===== src/hdl/mhbs_mul64.sv =====
// iterative 64x64 low-half multiplier using one 32x32 multiplier
// no dependencies
module mhbs_mul64 (
    input  logic        aclk,
    input  logic        aresetn,
    input  logic        start,
    input  logic [63:0] op_a,
    input  logic [63:0] op_b,
    output logic        done,
    output logic [63:0] product
);
    // 64x64 low product built from three 32x32 partial products
    typedef enum logic [1:0] {MP_LL, MP_LH, MP_HL, MP_DONE} mul_phase_t;

    mul_phase_t  phase_reg;
    logic        busy_reg;
    logic [63:0] a_reg, b_reg, acc_reg;
    logic [31:0] mx, my;
    logic [63:0] pp;

    always_comb begin
        unique case (phase_reg)
            MP_LL:   begin mx = a_reg[31:0];  my = b_reg[31:0];  end
            MP_LH:   begin mx = a_reg[31:0];  my = b_reg[63:32]; end
            MP_HL:   begin mx = a_reg[63:32]; my = b_reg[31:0];  end
            default: begin mx = '0;           my = '0;           end
        endcase
        pp = mx * my;
    end

    assign done    = busy_reg && (phase_reg == MP_DONE);
    assign product = acc_reg;

    always_ff @(posedge aclk) begin
        if (!aresetn) begin
            busy_reg  <= 1'b0;
            phase_reg <= MP_LL;
        end else if (start) begin
            busy_reg  <= 1'b1;
            phase_reg <= MP_LL;
            a_reg     <= op_a;
            b_reg     <= op_b;
            acc_reg   <= '0;
        end else if (busy_reg) begin
            unique case (phase_reg)
                MP_LL: begin
                    acc_reg   <= pp;
                    phase_reg <= MP_LH;
                end
                MP_LH: begin
                    acc_reg   <= acc_reg + {pp[31:0], 32'd0};
                    phase_reg <= MP_HL;
                end
                MP_HL: begin
                    acc_reg   <= acc_reg + {pp[31:0], 32'd0};
                    phase_reg <= MP_DONE;
                end
                default: begin
                    busy_reg  <= 1'b0;
                    phase_reg <= MP_LL;
                end
            endcase
        end
    end
endmodule


===== config.mk =====
export PLATFORM = sky130hd
export DESIGN_NAME = mhbs_mul64
export DESIGN_NICKNAME = d
export VERILOG_FILES = /design/src/hdl/mhbs_mul64.sv
export SDC_FILE = /design/constraint.sdc
export NUM_CORES = 2
export LEC_CHECK = 0
export ABC_AREA = 1
export BUFFER_PORTS_ARGS = -buffer_cell sky130_fd_sc_hd__buf_2
export CORE_MARGIN = 3
export CORE_UTILIZATION = 50
export CTS_CLUSTER_SIZE = 28
export DETAILED_ROUTE_END_ITERATION = 12
export PLACE_DENSITY = 0.71
export RECOVER_POWER = 25
export SYNTH_ARGS = -nofsm -noshare
export SYNTH_HDL_FRONTEND = slang
export SYNTH_SLANG_ARGS = --single-unit

===== constraint.sdc =====
create_clock -name aclk -period 16.73 [get_ports aclk]
set_input_delay 0.8365 -clock aclk [delete_from_list [all_inputs] [get_ports aclk]]
set_output_delay 0.8365 -clock aclk [all_outputs]
set_load 0.01 [all_outputs]

==> flow_summary.yaml <==
status:
  outcome: "finished clean"
flow_run:
  drv_cap: 0
timing:
  skew_ps: 21.5
  fin_crit_sh_pct: 65.7
  tightest_slew_ps: 1330
  setup_ws_ps: 5740
  max_freq_mhz: 91.0
  holdWs_ps: 506
  relSlewSlack_pct: 11.4
  min_period_ps: 10990
  setup_tns_ps: 0
  setup_viol: 0
  rsz0062_at_grt: "no"
  drv_slew: 0
  hold_violations: 0
detailed_routing:
  ant_nets: 0
  drt_pre_antenna_iters: 7
  wl_microns: 139000
  wl_per_cell_microns: 22.0
  drc: 0
  vias: 35000
  drt_first_iter_violations: 3188
  viasPerCell: 5.54
global_route:
  grt_pass1_wl_microns: 217000
  first_global_vias: 36900
  antenna_found_initial: 0
  grt_max_degree: 75
  track_usage_pct: 32.1
  overflow: 0
logic_synthesis:
  synth_top_area_share_pct: 41.8
  synth_area_leader_cell: "fa_1"
  synth.most_common_cell: "inv_1"
  ys_types: 48
  yosysSeqAreaShare_pct: 13.6
  synth.avg_cell_area_sq_um: 8.46
  synth_commonest_cells: "1114 x inv_1, 1064 x nand2_1, 897 x fa_1, 630 x nor2_1, 301 x ha_1"
  syn-cell-area_sq_um: 42900
  ys_ff_latch: 195
  synth-main-ff-cell: "edfxtp_1"
  ys_warn_count: 0
  synth_nets: 6405
  netlist_top_cells_area: "fa_1 42%, edfxtp_1 13%, inv_1 9.7%, nand2_1 9.3%, ha_1 8.8%"
  postSynthCellCount: 5076
  synth_edf_count: 192
  async_reset_ff_share_pct: 0
setup_path:
  cp.depth: 38
  crit_arrival_ps: 11310
  slowest_delay_ps: 710
  crit_fanout: 33
  path_buf_inv: 10
  reg2reg_depth: 38
  cp_slowest_cell: "nor2_1"
  critPathLaunchType: "register"
  required_ps: 17050
  timing.rr.start: "phase_reg[1]"
  critPathKind: "reg2reg"
  cp-endpoint: "product[56]"
  crit_family: "adder cells"
  reg2reg_slack_ps: 5740
  cp-end-kind: "register"
  startpoint: "phase_reg[1]"
  worst_path_most_repeated_cell: "fa_1"
  worstReg2RegEnd: "product[56]"
clocking:
  clk_latency_ps: 490
  path_clk_slew_ps: 100
  hold_buffers: 0
  cts_buffers: 17
  postCtsSetupBuffers: 0
  cts_tree: "built"
  clock_path_buffers: 2
  cts_max_level: 4
  cts-resized-gates: 0
  cts.sinks: 195
  cts-root-buf: "clkbuf_16"
die:
  ios: 196
  initial_utilization_pct: 50.9
  die_x_microns: 299
  core_area_sq_um: 84400
  num_rows: 106
  die_y_microns: 299
  dieArea_sq_um: 89500
placement:
  place_ws_ps: 5940
  globalplace.congestion: 1.04
  port_buffers: 195
  dp_hpwl_microns: 113000
layout:
  drive_gt1_share_pct: 8.74
  synthToLayoutAreaGrowth_pct: 6.80
  fill_cells: 7739
  nNetsFinal: 6500
hold_path:
  hp-class: "in2reg"
==> through the flow <==
stage | area (sq um) | util (%) | std cells
floorplan | 42900 | - | 5076
global placement | 45200 | 53.6 | 6286
detailed placement | 45200 | 53.6 | 6286
CTS | 45900 | 54.4 | 6318
global route | 45900 | 54.4 | 6318
finish | 45900 | 54.4 | 6320
==> worst register-to-register path: cells and delay by family (launching register included) <==
family | cells | cell delay, ps
xor+xnor | 1 | 520
compound gates | 4 | 720
fa+ha+maj | 11 | 5170
simple gates | 12 | 2220
flops | 1 | 390
buf+inv | 10 | 1810
==> metal layers <==
metal	vias up	share of wire, %	GRT usage, %
met5	-	0.090	0.974
met4	2	5.2	13.8
met3	367	11	8.55
met2	1852	45	50.4
met1	17500	38	42.0
li1	15200	-	-
==> layout by cell type, fill, tap and decap left out, drive strengths merged, types with 2 or more instances in the layout <==
cell type	n
xnor2	6
xor2	34
o21a	9
clkbuf	20
a21o	11
clkinv	7
and2	2
nand3b	12
o21ai	122
nand3	109
dfxtp	3
nor3	20
diode	2
buf	278
nand4	22
nor2	651
a22oi	32
inv	1144
nand2	1091
edfxtp	192
o21bai	7
ha	301
a21oi	201
a21boi	5
fa	897
o211ai	4
==> worst min-delay path by stage <==
stage	start	end	slack, ps	cells after the start
global placement	busy_reg	phase_reg[1]	540	2
global route	op_b[58]	b_reg[58]	490	1
finish	op_a[59]	a_reg[59]	510	1
floorplan	busy_reg	phase_reg[1]	490	2
CTS	op_b[59]	b_reg[59]	480	1
detailed placement	busy_reg	phase_reg[1]	520	2
==> kinds of logic after synthesis <==
family          Yosys count  synth area share [%]
simple gates           1909                  17.7
buf+inv                1342                  12.1
fa+ha+maj              1198                  50.6
compound gates          392                  5.22
flops                   195                  13.6
xor+xnor                 40                 0.833
==> area by class of cell <==
cell class                      instances  area [sq um]  area share (%)
Tap cell                             1134          1420            3.09
Sequential cell                       195          5830            12.7
Antenna cell                            2          5.00          0.0109
Timing Repair Buffer                  281          1620            3.53
Clock buffer                           17           425           0.927
Multi-Input combinational cell       3539         32100            70.0
Inverter                             1137          4270            9.31
Clock inverter                         15           215           0.469
Power is not shown: default switching activity piles up to over one toggle a cycle in this logic, so the estimate is an artifact.
