<file path="src/hdl/mhbs_ram.sv">
// generic single-port-write, one-read ram with registered read
// no dependencies
module mhbs_ram #(
    parameter int WIDTH = 32,
    parameter int DEPTH = 64
) (
    input  logic                     aclk,
    input  logic                     we,
    input  logic [$clog2(DEPTH)-1:0] waddr,
    input  logic [WIDTH-1:0]         wdata,
    input  logic [$clog2(DEPTH)-1:0] raddr,
    output logic [WIDTH-1:0]         rdata
);
    logic [WIDTH-1:0] mem [DEPTH];

    always_ff @(posedge aclk) begin
        if (we) begin
            mem[waddr] <= wdata;
        end
        rdata <= mem[raddr];
    end
endmodule

</file>
<file path="config.mk">
export PLATFORM = sky130hd
export DESIGN_NAME = mhbs_ram
export DESIGN_NICKNAME = d
export VERILOG_FILES = /design/src/hdl/mhbs_ram.sv
export SDC_FILE = /design/constraint.sdc
export NUM_CORES = 2
export LEC_CHECK = 0
export ABC_CLOCK_PERIOD_IN_PS = 4800
export BUFFER_PORTS_ARGS = -buffer_cell sky130_fd_sc_hd__clkbuf_2
export CORE_MARGIN = 2
export CORE_UTILIZATION = 40
export DETAILED_ROUTE_END_ITERATION = 6
export GPL_TIMING_DRIVEN = 0
export RECOVER_POWER = 100
export SETUP_SLACK_MARGIN = 0.3
export SYNTH_ARGS = -nofsm -noshare
export SYNTH_HDL_FRONTEND = slang
export SYNTH_SLANG_ARGS = --single-unit
</file>
<file path="constraint.sdc">
create_clock -name aclk -period 4.8 [get_ports aclk]
set_clock_uncertainty 0.05 [all_clocks]
set_input_delay 0.96 -clock aclk [delete_from_list [all_inputs] [get_ports aclk]]
set_output_delay 0.96 -clock aclk [all_outputs]
set_load 0.1 [all_outputs]
</file>
==> flow_metrics.py <==
metrics = {
    "synth": {
        "netlist_area_um2": 78520,
        "synthAdderAreaFrac_pct": 0,
        "synth_cell_types": 34,
        "synth_top_cell_by_area": "edfxtp_1",
        "synthSimpleGateAreaFrac_pct": 1.265,
        "syn_inst": 3324,
        "syn_nets": 3370,
        "synth_xor_area_share_pct": 0,
        "yosys_warnings": 0,
        "synth_area_per_cell_um2": 23.62,
        "ys_seq_area_share_pct": 79.14,
        "yosysTopAreaCellShare_pct": 78.33,
        "synth_area_leaders": "edfxtp_1 (78%), mux4_2 (16%), mux2i_1 (1.2%)",
        "yosys_register_bits": 2080,
        "synth-compound-area-share_pct": 1.673,
        "muxShareOfSynthArea_pct": 16.79,
        "synth_top_family_by_area": "multiplexers",
    },
    "clock_tree": {
        "clock-sinks": 2080,
        "root_buffer": "clkbuf_16",
        "clock_path_buffers": 3,
        "cts_buffers": 206,
        "clock_latency_ns": 0.89,
        "htreeDepth": 4,
        "cts_setup_buffers": 0,
        "cts_tree": "done",
        "clk_pin_slew_ns": 0.06,
    },
    "pwr": {
        "peakVddDrop_v": 0.0003907,
        "seq_power_share_pct": 52.7,
        "intPower_w": 0.02947,
        "p_leak_nw": 27.67,
        "combinationalPowerShare_pct": 6.1,
        "swShare_pct": 23.07,
        "p_sw_w": 0.008838,
        "clockPowerShare_pct": 41.3,
        "p_per_area_nw_per_um2": 427.7,
    },
    "timing": {
        "hold_viol": 0,
        "rsz0062_at_grt": "no",
        "setup_violations": 0,
        "relSlewSlack_pct": -149.4,
        "finalCritPeriodShare_pct": 99.20,
        "tightest_slew_ns": 3.741,
        "fin_setup_tns_ns": 0,
        "period_needed_ns": 4.761,
        "timing.fmax_ghz": 0.2100,
        "fin_ws_ns": 0.03859,
        "slew_viol_final": 2930,
    },
    "drt": {
        "final_antenna_net_count": 0,
        "drc_errors": 0,
        "drt_first_iter_violations": 6284,
        "vias": 39740,
        "wl_mm": 243.5,
        "post_drt_wl_per_cell_um": 37.27,
        "first_pass_iters": 5,
        "avgViaCountPerCell": 6.082,
    },
    "floorplan": {
        "start_util_pct": 40.27,
        "die_w_um": 447.0,
        "die_area_um2": 199800,
        "num_rows": 162,
        "core_um2": 195000,
        "ios": 78,
        "fp.dieH_um": 447.0,
    },
    "place": {
        "post-place-cells": 6124,
        "post-place-ws_ns": -0.8736,
        "port_buffers": 69,
        "gp_congestion": 0.8498,
        "dpl.hpwl_mm": 157.9,
        "placed_area_um2": 84900,
    },
    "finish": {
        "syn2layout_area_growth_pct": 14.08,
        "final_cell_mix": "edfxtp_1 (2,048), mux4_2 (544), clkbuf_1 (262)",
        "nFillCells": 16230,
        "multi_input_area_um2": 15490,
        "finalNonFillerCells": 6534,
        "seq_area_um2": 62140,
        "final_cell_area_um2": 89570,
        "final_common_cell": "edfxtp_1",
        "post-route-util_pct": 45.93,
        "layout.nets": 3770,
        "layout-drive-gt1-share_pct": 25.08,
    },
    "grt": {
        "antenna_found_initial": 16,
        "grt_pass1_vias": 38430,
        "grt_max_degree": 65,
        "use_met1_pct": 33.60,
        "use_met2_pct": 38.20,
        "grtUsageMet3_pct": 5.364,
        "grt_pass1_wl_mm": 328.7,
        "grt_use_total_pct": 24.40,
        "gr-max-usage-layer": "met2",
        "grt.overflow.total": 0,
    },
    "critical_path": {
        "crit_chain": "clkbuf_1 > nor2b_1 > nand3_1 > nor2_1 > clkbuf_2",
        "max_stage_delay_ns": 2.17,
        "crit_family": "simple AND/OR/NAND/NOR gates",
        "cp.buffers_inverters": 2,
        "critical_path_required_ns": 5.18,
        "path_class": "input port to register",
        "cp_max_fo": 19,
        "critPathLaunchType": "input port",
        "endpoint_kind": "register",
        "worstPathArrival_ns": 5.15,
        "worst_path_max_delay_cell": "nor2_1",
    },
    "outcome": {
        "failed_checks": "max-capacitance violations, max-slew violations",
        "status": "complete, but fails checks",
    },
    "worst_hold_path": {
        "worst_hold_path_type": "input port to register",
    },
    "flow_run": {
        "maxCapViolations": 110,
    },
}
flip-flops by register name, indices dropped and copies added (netlist names):
signal	flops
rdata	32
mem	2048
routing by layer:
metal / vias to the layer above / share of wire (%)
met3: 477 / 11
met2: 2559 / 47
met4: 6 / 4.7
met1: 21590 / 38
li1: 15100 / -
met5: - / 0.015
cells by family after synthesis:
group | after synthesis
AO/OA/AOI/OAI | 202
buffers and inverters | 182
flip-flops | 2080
multiplexers | 637
AND/OR/NAND/NOR | 223
Yosys cell counts:
cell type  instances
nor3_1             7
nand4b_1           1
or2_2              1
o221ai_1          27
and2_1             2
nand2_1           26
a311oi_1           8
buf_4             25
nand2b_1           8
or3b_2             3
buf_2             57
a31oi_1            1
o32ai_1            4
mux4_2           544
dfxtp_1           32
a21oi_1           62
nand3_1            5
buf_1             21
mux2i_1           93
or3_1              3
or2_0              1
nor2b_1           15
nand4_1            2
or2_1              1
o22ai_1           84
and3_1             4
a41o_1             4
nor2_1           137
or3b_1             2
nand3b_1           5
a22oi_1           12
buf_6              5
edfxtp_1        2048
clkbuf_1          74
through the flow:
step / hold WS, ns / total power (W)
floorplan: 0.6132 / 0.02180
detailed placement: 0.8753 / 0.02290
finish: 0.5833 / 0.03831
CTS: 0.8023 / 0.03848
global route: 0.5957 / 0.03922
global placement: 0.8798 / 0.02283
power by group through the flow:
stage / logic [W] / registers (W) / clock network (W)
floorplan: 0.000978 / 0.0208 / 0
global placement: 0.00228 / 0.0206 / 0
detailed placement: 0.00235 / 0.0206 / 0
CTS: 0.00236 / 0.0202 / 0.0160
global route: 0.00239 / 0.0202 / 0.0166
finish: 0.00232 / 0.0202 / 0.0158
final timing paths:
check | startpoint | endpoint | slack, ns | cells after the start
worst min-delay path | wdata[7] | mem[50][7] | 0.58 | 1
worst max register to register | mem[30][18] | rdata[18] | 2.06 | 4
worst min register to register | mem[13][4] | rdata[4] | 0.91 | 4
worst max-delay path | waddr[1] | mem[59][16] | 0.04 | 5
cell type report:
type / instances / area share, %
clock inverter: 132 / 1.428
clock buffer: 252 / 5.948
multi-input combinational: 1062 / 17.29
sequential: 2080 / 69.38
antenna: 10 / 0.02794
buffer: 182 / 1.003
timing repair buffer: 192 / 1.259
tap: 2624 / 3.665
what timing repair did:
item,in CTS,in global routing
hold buffers,0,0
resized for setup,3,0
endpoints found under the setup margin,7,0
No activity file was read; power rests on OpenSTA's default activity.
